## config.mk

```make
export PLATFORM = sky130hd
export DESIGN_NAME = utf8_decoder
export DESIGN_NICKNAME = d
export VERILOG_FILES = /design/src/design/utf8d_pkg.sv /design/src/design/utf8d_front.sv /design/src/design/utf8d_fifo.sv /design/src/design/utf8d_back.sv /design/src/design/utf8_decoder.sv
export SDC_FILE = /design/constraint.sdc
export NUM_CORES = 1
export LEC_CHECK = 0
export BUFFER_PORTS_ARGS = -buffer_cell sky130_fd_sc_hd__buf_2
export CORE_MARGIN = 8
export CORE_UTILIZATION = 54
export CTS_CLUSTER_SIZE = 16
export DETAILED_ROUTE_END_ITERATION = 7
export PLACE_DENSITY = 0.71
export RECOVER_POWER = 25
export SLEW_MARGIN = 20
export SYNTH_ARGS = -nofsm -noshare
export SYNTH_HDL_FRONTEND = slang
export SYNTH_SLANG_ARGS = --single-unit
```

## constraint.sdc

```tcl
create_clock -name clk -period 3.2 [get_ports clk]
set_clock_uncertainty 0.1 [all_clocks]
set_input_delay 0.16 -clock clk [delete_from_list [all_inputs] [get_ports clk]]
set_output_delay 0.16 -clock clk [all_outputs]
set_load 0.05 [all_outputs]
```

## src/design/utf8d_pkg.sv

```systemverilog
package utf8d_pkg;

  localparam int unsigned CuWidth       = 21;
  localparam int unsigned DefFifoDepth  = 4;

  localparam logic [CuWidth-1:0] BmpMax      = 21'h00FFFF;
  localparam logic [CuWidth-1:0] UnicodeMax  = 21'h10FFFF;
  localparam logic [CuWidth-1:0] SuppBase    = 21'h010000;
  localparam logic [15:0]        HiSurrBase  = 16'hD800;
  localparam logic [15:0]        LoSurrBase  = 16'hDC00;

  // One decoded point handed from the front end to the back end.
  typedef struct packed {
    logic [CuWidth-1:0] cp;
    logic               err;
  } cmd_t;

endpackage

```

## src/design/utf8d_front.sv

```systemverilog
module utf8d_front import utf8d_pkg::*; (
  input  logic       clk,
  input  logic       rst,
  input  logic       accept,
  input  logic [7:0] byte_in,
  input  logic       buffer_end,
  output logic       cmd_push,
  output cmd_t       cmd
);

  logic [1:0]         pending;
  logic [CuWidth-1:0] acc;
  logic [1:0]         pending_next;
  logic [CuWidth-1:0] acc_next;
  logic [CuWidth-1:0] acc_shift;
  logic [1:0]         pending_dec;

  assign acc_shift   = {acc[CuWidth-7:0], byte_in[5:0]};
  assign pending_dec = pending - 2'd1;

  always_comb begin
    pending_next = pending;
    acc_next     = acc;
    cmd_push     = 1'b0;
    cmd.cp       = '0;
    cmd.err      = 1'b0;
    if (pending == 2'd0) begin
      priority if (!byte_in[7]) begin
        cmd_push = 1'b1;
        cmd.cp   = {{(CuWidth-8){1'b0}}, byte_in};
      end else if (byte_in[7:6] == 2'b10 || byte_in[7:3] == 5'b11111) begin
        cmd_push = 1'b1;
        cmd.err  = 1'b1;
      end else begin
        priority if (byte_in[7:5] == 3'b110) begin
          acc_next     = {{(CuWidth-5){1'b0}}, byte_in[4:0]};
          pending_next = 2'd1;
        end else if (byte_in[7:4] == 4'b1110) begin
          acc_next     = {{(CuWidth-4){1'b0}}, byte_in[3:0]};
          pending_next = 2'd2;
        end else begin
          acc_next     = {{(CuWidth-3){1'b0}}, byte_in[2:0]};
          pending_next = 2'd3;
        end
        if (buffer_end) begin
          // Truncated at buffer end: drop the partial sequence
          cmd_push     = 1'b1;
          cmd.err      = 1'b1;
          acc_next     = '0;
          pending_next = 2'd0;
        end
      end
    end else begin
      if (byte_in[7:6] != 2'b10) begin
        cmd_push     = 1'b1;
        cmd.err      = 1'b1;
        acc_next     = '0;
        pending_next = 2'd0;
      end else if (pending_dec == 2'd0) begin
        cmd_push     = 1'b1;
        cmd.cp       = acc_shift;
        acc_next     = '0;
        pending_next = 2'd0;
      end else if (buffer_end) begin
        cmd_push     = 1'b1;
        cmd.err      = 1'b1;
        acc_next     = '0;
        pending_next = 2'd0;
      end else begin
        acc_next     = acc_shift;
        pending_next = pending_dec;
      end
    end
    if (!accept) begin
      cmd_push     = 1'b0;
      pending_next = pending;
      acc_next     = acc;
    end
  end

  always_ff @(posedge clk) begin
    if (rst) begin
      pending <= 2'd0;
      acc     <= '0;
    end else begin
      pending <= pending_next;
      acc     <= acc_next;
    end
  end

endmodule

```

## src/design/utf8d_fifo.sv

```systemverilog
module utf8d_fifo import utf8d_pkg::*; #(
  parameter int unsigned FifoDepth = DefFifoDepth
) (
  input  logic clk,
  input  logic rst,
  input  logic wr_en,
  input  cmd_t wr_data,
  input  logic rd_en,
  output cmd_t rd_data,
  output logic full,
  output logic empty
);

  localparam int unsigned AddrWidth = (FifoDepth > 1) ? $clog2(FifoDepth) : 1;
  localparam int unsigned CntWidth  = $clog2(FifoDepth + 1);
  localparam logic [AddrWidth-1:0] LastAddr = AddrWidth'(FifoDepth - 1);

  cmd_t                 mem [FifoDepth];
  logic [AddrWidth-1:0] wr_ptr;
  logic [AddrWidth-1:0] rd_ptr;
  logic [CntWidth-1:0]  count;
  logic                 do_wr;
  logic                 do_rd;

  assign full    = (count == CntWidth'(FifoDepth));
  assign empty   = (count == '0);
  assign do_wr   = wr_en && !full;
  assign do_rd   = rd_en && !empty;
  assign rd_data = mem[rd_ptr];

  always_ff @(posedge clk) begin
    if (do_wr) begin
      mem[wr_ptr] <= wr_data;
    end
  end

  always_ff @(posedge clk) begin
    if (rst) begin
      wr_ptr <= '0;
      rd_ptr <= '0;
      count  <= '0;
    end else begin
      if (do_wr) begin
        wr_ptr <= (wr_ptr == LastAddr) ? '0 : wr_ptr + AddrWidth'(1);
      end
      if (do_rd) begin
        rd_ptr <= (rd_ptr == LastAddr) ? '0 : rd_ptr + AddrWidth'(1);
      end
      priority if (do_wr && !do_rd) begin
        count <= count + CntWidth'(1);
      end else if (do_rd && !do_wr) begin
        count <= count - CntWidth'(1);
      end else begin
        count <= count;
      end
    end
  end

endmodule

```

## src/design/utf8d_back.sv

```systemverilog
module utf8d_back import utf8d_pkg::*; (
  input  logic               clk,
  input  logic               rst,
  input  logic               utf16_mode,
  input  cmd_t               cmd,
  input  logic               cmd_empty,
  output logic               cmd_pop,
  input  logic               pop,
  output logic               empty,
  output logic [CuWidth-1:0] code_unit,
  output logic               error_flag,
  output logic               last
);

  logic               out_valid;
  logic               lo_pend;
  logic [15:0]        lo_unit;
  logic               load;
  logic               split;
  logic               above;
  logic [CuWidth-1:0] offs;
  logic [15:0]        hi_calc;
  logic [15:0]        lo_calc;

  assign empty   = !out_valid;
  assign load    = !out_valid || pop;
  assign cmd_pop = load && !lo_pend && !cmd_empty;

  assign above   = utf16_mode && (cmd.cp > UnicodeMax);
  assign split   = utf16_mode && !cmd.err && (cmd.cp > BmpMax) && !above;
  assign offs    = cmd.cp - SuppBase;
  assign hi_calc = HiSurrBase + {6'd0, offs[19:10]};
  assign lo_calc = LoSurrBase + {6'd0, offs[9:0]};

  always_ff @(posedge clk) begin
    if (rst) begin
      out_valid <= 1'b0;
      lo_pend   <= 1'b0;
    end else if (load) begin
      priority if (lo_pend) begin
        out_valid <= 1'b1;
        lo_pend   <= 1'b0;
      end else if (!cmd_empty) begin
        out_valid <= 1'b1;
        lo_pend   <= split;
      end else begin
        out_valid <= 1'b0;
      end
    end
  end

  always_ff @(posedge clk) begin
    if (load) begin
      if (lo_pend) begin
        code_unit  <= {{(CuWidth-16){1'b0}}, lo_unit};
        error_flag <= 1'b0;
        last       <= 1'b1;
      end else if (!cmd_empty) begin
        // Hold the low surrogate until the high one is taken
        code_unit  <= split ? {{(CuWidth-16){1'b0}}, hi_calc} : cmd.cp;
        error_flag <= cmd.err || above;
        last       <= !split;
        lo_unit    <= lo_calc;
      end
    end
  end

endmodule

```

## src/design/utf8_decoder.sv

```systemverilog
// Channel   Handshake              Payload
// input     push / full            byte_in[7:0], buffer_end
// result    empty / pop            code_unit[20:0], error_flag, last
// config    cfg_we                 cfg_wdata (utf16_mode)
//
// A byte is taken every cycle that the decode queue has room; its result is
// queued and then loaded into the result register. A surrogate pair holds the
// result register for its high, then its low unit, with the queue held; else
// the queue drains at one result per cycle while pop is held.
// Synchronous reset clears the sequence state, the queue and the mode.
// A stall on pop fills the queue and then raises full.
module utf8_decoder import utf8d_pkg::*; #(
  parameter int unsigned FifoDepth = DefFifoDepth
) (
  input  logic               clk,
  input  logic               rst,
  input  logic               push,
  output logic               full,
  input  logic [7:0]         byte_in,
  input  logic               buffer_end,
  output logic               empty,
  input  logic               pop,
  output logic [CuWidth-1:0] code_unit,
  output logic               error_flag,
  output logic               last,
  input  logic               cfg_we,
  input  logic               cfg_wdata
);

  logic utf16_mode;
  logic accept;
  logic cmd_push;
  logic cmd_pop;
  logic cmd_empty;
  cmd_t cmd_in;
  cmd_t cmd_out;

  assign accept = push && !full;

  always_ff @(posedge clk) begin
    if (rst) begin
      utf16_mode <= 1'b0;
    end else if (cfg_we) begin
      utf16_mode <= cfg_wdata;
    end
  end

  utf8d_front u_front (
    .clk        (clk),
    .rst        (rst),
    .accept     (accept),
    .byte_in    (byte_in),
    .buffer_end (buffer_end),
    .cmd_push   (cmd_push),
    .cmd        (cmd_in)
  );

  utf8d_fifo #(
    .FifoDepth (FifoDepth)
  ) u_fifo (
    .clk     (clk),
    .rst     (rst),
    .wr_en   (cmd_push),
    .wr_data (cmd_in),
    .rd_en   (cmd_pop),
    .rd_data (cmd_out),
    .full    (full),
    .empty   (cmd_empty)
  );

  utf8d_back u_back (
    .clk        (clk),
    .rst        (rst),
    .utf16_mode (utf16_mode),
    .cmd        (cmd_out),
    .cmd_empty  (cmd_empty),
    .cmd_pop    (cmd_pop),
    .pop        (pop),
    .empty      (empty),
    .code_unit  (code_unit),
    .error_flag (error_flag),
    .last       (last)
  );

endmodule

```

Word level (Yosys, flattened, before mapping). Memory sizes are Yosys's and may differ from the RTL's. A register that Yosys moved wholly into a read port is not among the register bits. Index checks and enable logic that the tools add are counted.

Add/sub/neg operators: 8. Multipliers: 0. Div/mod/pow operators: 0. Order comparisons: 2. Equality and inequality tests: 11. Shifts and indexed selects: 0. Muxes and demuxes: 49. Bitwise gates (word level): 2. Reduce and logical (&&, ||, !) cells: 30.

Operators by type and width (count): 15-bit two-way mux (7); 21-bit two-way mux (4); 15-bit by 11-bit adder with 16-bit output (first input constant) (2); 2-bit two-way mux (12); 22-bit two-way mux (1); 21-bit by 16-bit > comparator with 1-bit output (second input constant) (1); 21-bit > comparator (second input constant) (1); 20-bit by 17-bit subtractor with 20-bit output (second input constant) (1); 1-bit two-way mux (19); 16-bit two-way mux (1); 1-bit logical AND (11); 1-bit logical NOT (9); 2-bit inequality test (second input constant) (4); 7-bit two-way mux (1); 2-bit equality test (second input constant) (3); 3-bit equality test (second input constant) (2); 3-bit two-way mux (2); 3-bit AND reduction (2); 5-bit equality test (second input constant) (1); 5-bit two-way mux (1); 2-bit by 1-bit adder with 2-bit output (second input constant) (2); 4-bit equality test (second input constant) (1); 2-bit logical NOT (2); 4-bit two-way mux (1); 8 further kinds (11).

Bits in registers: 66. Bits in latches: 0. Memory bits (writable): 88. Bits in read-only memories: 0. Bits of input ports: 15. Output and inout port bits: 25. Word-level logic and storage cells: 116. Memories kept: 1.

Memory list: u_fifo.mem (words 4, width 22, read ports 1, clocked after Yosys merged registers in 1, wr ports 1, line utf8d_fifo.sv:18) `cmd_t mem [FifoDepth];`.

Longest topological paths before layout.
Word-level depth: 11. Depth in mapped cells: 12. Mapped depth without buffers: 11.

Hierarchy. Synthesis repeated with hierarchy kept, for this count alone.

Cell total of the unflattened synthesis: 442. Area total of the unflattened synthesis: 6623.9 um^2.

By module, submodules not included: utf8d_fifo (times used 1, cells each 164, area an instance 3663.5 um^2, sequential area each 2822.7 um^2); utf8d_back (times used 1, cells each 138, area an instance 1691.6 um^2, sequential area each 1031.0 um^2); utf8d_front (times used 1, cells each 136, area an instance 1228.7 um^2, sequential area each 340.3 um^2); utf8_decoder (times used 1, cells each 4, area an instance 40.0 um^2, sequential area each 20.0 um^2).

Least setup slack after synthesis. Ideal clock, no wire load.

Path kind: flip-flop to flip-flop. From: reg (tool-made name). To: reg u_back.code_unit[1], data pin. Setup time: 0.261 ns. Arrival: 2.791 ns. Data required time: 2.839 ns. Path slack: 0.048 ns. Stages on the path, launching flop included: 13. Buffers on the path: 4. Clock period less this slack: 3.152 ns. Cell sequence: dfxtp_1 > buf_6 > buf_6 > mux4_2 > inv_1 > ha_1 > inv_1 > o31a_1 > or4_1 > mux2_4 > buf_6 > buf_8 > mux2i_1.

RTL lines: end signal, assigned (line utf8d_back.sv:55) `code_unit <= {{(CuWidth-16){1'b0}}, lo_unit};`; end signal, assigned (line utf8d_back.sv:60) `code_unit <= split ? {{(CuWidth-16){1'b0}}, hi_calc} : cmd.cp;`; end, declared (line utf8d_back.sv:10) `output logic [CuWidth-1:0] code_unit,`.

==> impl_metrics.py <==
metrics = {
    "outcome": {
        "outcome": "complete, no violations",
    },
    "routing": {
        "topRoutingLayerUsed": "met4",
        "wl_per_cell_um": 18.0,
        "detail_route.vias_per_cell": 5.64,
        "route.met2.wl_um": 5410,
        "drt_wl_total_um": 11400,
        "wl_met1_um": 4950,
        "first_pass_iters": 4,
        "ant_nets": 0,
        "route.met3.wl_um": 811,
        "vias": 3573,
        "drc_errors": 0,
        "drt_iter0_markers": 271,
    },
    "setup_path": {
        "endpoint_kind": "flip-flop",
        "critPathKind": "flip-flop to flip-flop",
        "cp_max_fo": 23,
        "cpMaxStageDelayCell": "mux4_2",
        "cp_data_arrival_time_ns": 3.11,
        "cp_cell_sequence": "mux4_2 > inv_1 > ha_1 > inv_1 > o31a_1 > or4_1 > mux2_4 > or2_1",
        "cp.required_ns": 3.27,
        "slowest_delay_ns": 0.59,
        "crit_top_cell": "inv_1",
        "startpoint_type": "flip-flop",
    },
    "final_layout": {
        "n_antenna_cell": 0,
        "multiInputGateArea_um2": 1920,
        "fin_area_um2": 7270,
        "final_core_util": 0.637,
        "nets": 504,
        "drive_gt1_frac": 0.165,
        "register_area_um2": 4210,
        "n_fill_cell": 842,
        "area_growth_pct": 15.5,
    },
    "synthesis": {
        "synth_edf_count": 121,
        "synthArstFlopShare": 0,
        "synthesis.area_um2": 6290,
        "yosysWarnings": 0,
        "synthFlopType": "edfxtp_1",
        "ys_seq_elements": 150,
        "syn_avg_cell_area_um2": 15.1,
        "ys_seq_area_frac": 0.669,
        "yosysUniqueCellTypes": 45,
        "syn_inst": 417,
        "syn_nets": 443,
    },
    "timing": {
        "drv_slew": 0,
        "relSlewSlack": 0.171,
        "hold_viol": 0,
        "setup_violations": 0,
        "setup_ws_ns": 0.152,
        "finalCritPeriodShare": 0.953,
        "post-route-min-period_ns": 3.05,
        "rsz0062_at_grt": "false",
        "setup_tns_ns": 0,
        "worst_pin_slew_ns": 1.24,
        "fmax_mhz": 328,
    },
    "floorplanning": {
        "initial_core_util": 0.551,
        "io_pins": 40,
        "core_um2": 11400,
        "dieArea_um2": 15400,
        "die_w_um": 124,
        "row_count": 39,
        "die_h_um": 124,
    },
    "power": {
        "powerDensity_nw_per_um2": 925,
        "leakagePower_nw": 2.72,
        "finalPower_w": 0.00672,
        "ir_drop_mv": 0.537,
    },
    "global_route": {
        "grt-ovfl-total": 0,
        "grt_pass1_wl_um": 17900,
        "grt_usage": 0.157,
        "antenna_found_initial": 0,
        "grt_pass1_vias": 3484,
        "grt_start_max_net_pins": 29,
    },
    "placement": {
        "dp_hpwl_um": 7490,
        "post-place-ws_ns": 0.186,
        "place_area_um2": 6660,
        "port_buffers": 39,
        "gp_congestion": 0.789,
    },
    "clocking": {
        "tritoncts": "yes",
        "cts_made_buffers": 17,
        "cts_hold_buf": 10,
        "cts_buffer_depth": 2,
        "cts_root_buf": "clkbuf_16",
        "path_clk_slew_ns": 0.06,
        "cts_resized": 0,
        "worstSkewPairLatency_ns": 0.41,
        "postCtsSetupBuffers": 0,
        "cts.sinks": 150,
        "cts_max_level": 4,
    },
    "min_path": {
        "hold_path.class": "input pin to flip-flop",
    },
    "run": {
        "drv_cap": 0,
    },
}
==> report_power, final <==
part / internal, W / total [W] / switching, W
Clock: 0.00113 / 0.00185 / 0.000723
Sequential: 0.00262 / 0.00276 / 0.000138
Combinational: 0.000679 / 0.00211 / 0.00144
==> critical path: cells and delay by family (launching register included) <==
kind	cells	cell delay, ns
muxes	2	0.98
buffers and inverters	2	0.17
adders and majority gates	1	0.14
AOI/OAI and AO/OA	1	0.28
and+or+nand+nor	2	0.70
DFF	1	0.42
==> cell usage in the layout (no fill, tap or decap), drive strengths merged, types with 5 or more instances in the layout <==
cell and n:
clkinv 6, nand2 23, dlygate4sd3 10, nor2b 9, clkbuf 45, buf 27, mux4 22, and3 7
mux2i 32, nand3 13, a21oi 25, and2 19, nor2 16, dfxtp 29, o21ai 6, inv 15
edfxtp 121, nor3 6, ha 10, or3b 5, or3 5
==> cell type report <==
type,instances,share of cell area
flip-flops and latches,150,0.579
multi-input cells,232,0.264
clock buffers,20,0.0600
repair buffers,62,0.0494
well taps,143,0.0246
clock inverters,11,0.0151
inverters,15,0.00774
==> flip-flops by register name, summed over array words and instances (netlist names), named ones only <==
name	count
u_fifo.mem	88
u_back.code_unit	21
u_front.acc	15
u_back.lo_unit	10
u_fifo.count	3
u_fifo.rd_ptr	2
u_fifo.wr_ptr	2
u_front.pending	2
u_back.error_flag	1
u_back.last	1
u_back.lo_pend	1
u_back.out_valid	1
utf16_mode	1
==> layer usage <==
| metal | global-route usage | up-vias |
|---|---|---|
| li1 | - | 1698 |
| met1 | 0.197 | 1747 |
| met4 | 0.0677 | 0 |
| met2 | 0.248 | 110 |
| met5 | 0 | - |
| met3 | 0.0503 | 18 |
==> path summary, 6_finish.rpt <==
kind,from,to,slack (ns),cells past startpoint
setup / recovery,flip-flop,u_back.last,0.15,8
hold / removal,byte_in[6],u_front.pending[0],0.05,4
setup reg to reg,flip-flop,u_back.last,0.15,8
hold reg to reg,u_front.acc[12],u_front.acc[12],0.35,2
==> synthesized netlist by cell type (all sizes together), types with 2 or more instances <==
master,count,share of area
o211ai,2,0.0024
ha,10,0.020
inv,15,0.0089
nand3,13,0.010
or3,5,0.0050
and3,7,0.0070
buf,7,0.0097
edfxtp,121,0.58
nor3b,2,0.0024
nor3,6,0.0048
nor2,16,0.0095
nor4,4,0.0060
clkbuf,13,0.0078
dfxtp,29,0.092
mux4,22,0.079
or3b,5,0.0070
o21ai,6,0.0048
a211oi,2,0.0024
nand2b,4,0.0040
xor2,2,0.0028
nand4,4,0.0040
and2,19,0.019
mux2i,32,0.051
nand2,23,0.014
nor2b,9,0.0089
o31a,2,0.0028
a21oi,25,0.020
==> kinds of logic (layout without fill, tap and decap cells) <==
family	count (synthesis)	count (layout)	synth area share
flip-flops	150	150	0.669
multiplexers	55	55	0.132
adder cells (fa/ha/maj)	11	11	0.0231
AND/OR/NAND/NOR	120	120	0.105
XOR/XNOR	3	3	0.00417
AO/OA/AOI/OAI	43	43	0.0400
buffers and inverters	35	108	0.0264
==> through the flow <==
step                      std cells  hold slack, ns
final                           633          0.0536
after global routing            633          0.0736
after CTS                       633          0.0305
after detailed placement        592           0.316
after global placement          592           0.313
after floorplan                 417           0.207
Note: power is estimated with default switching activity, not from simulation.
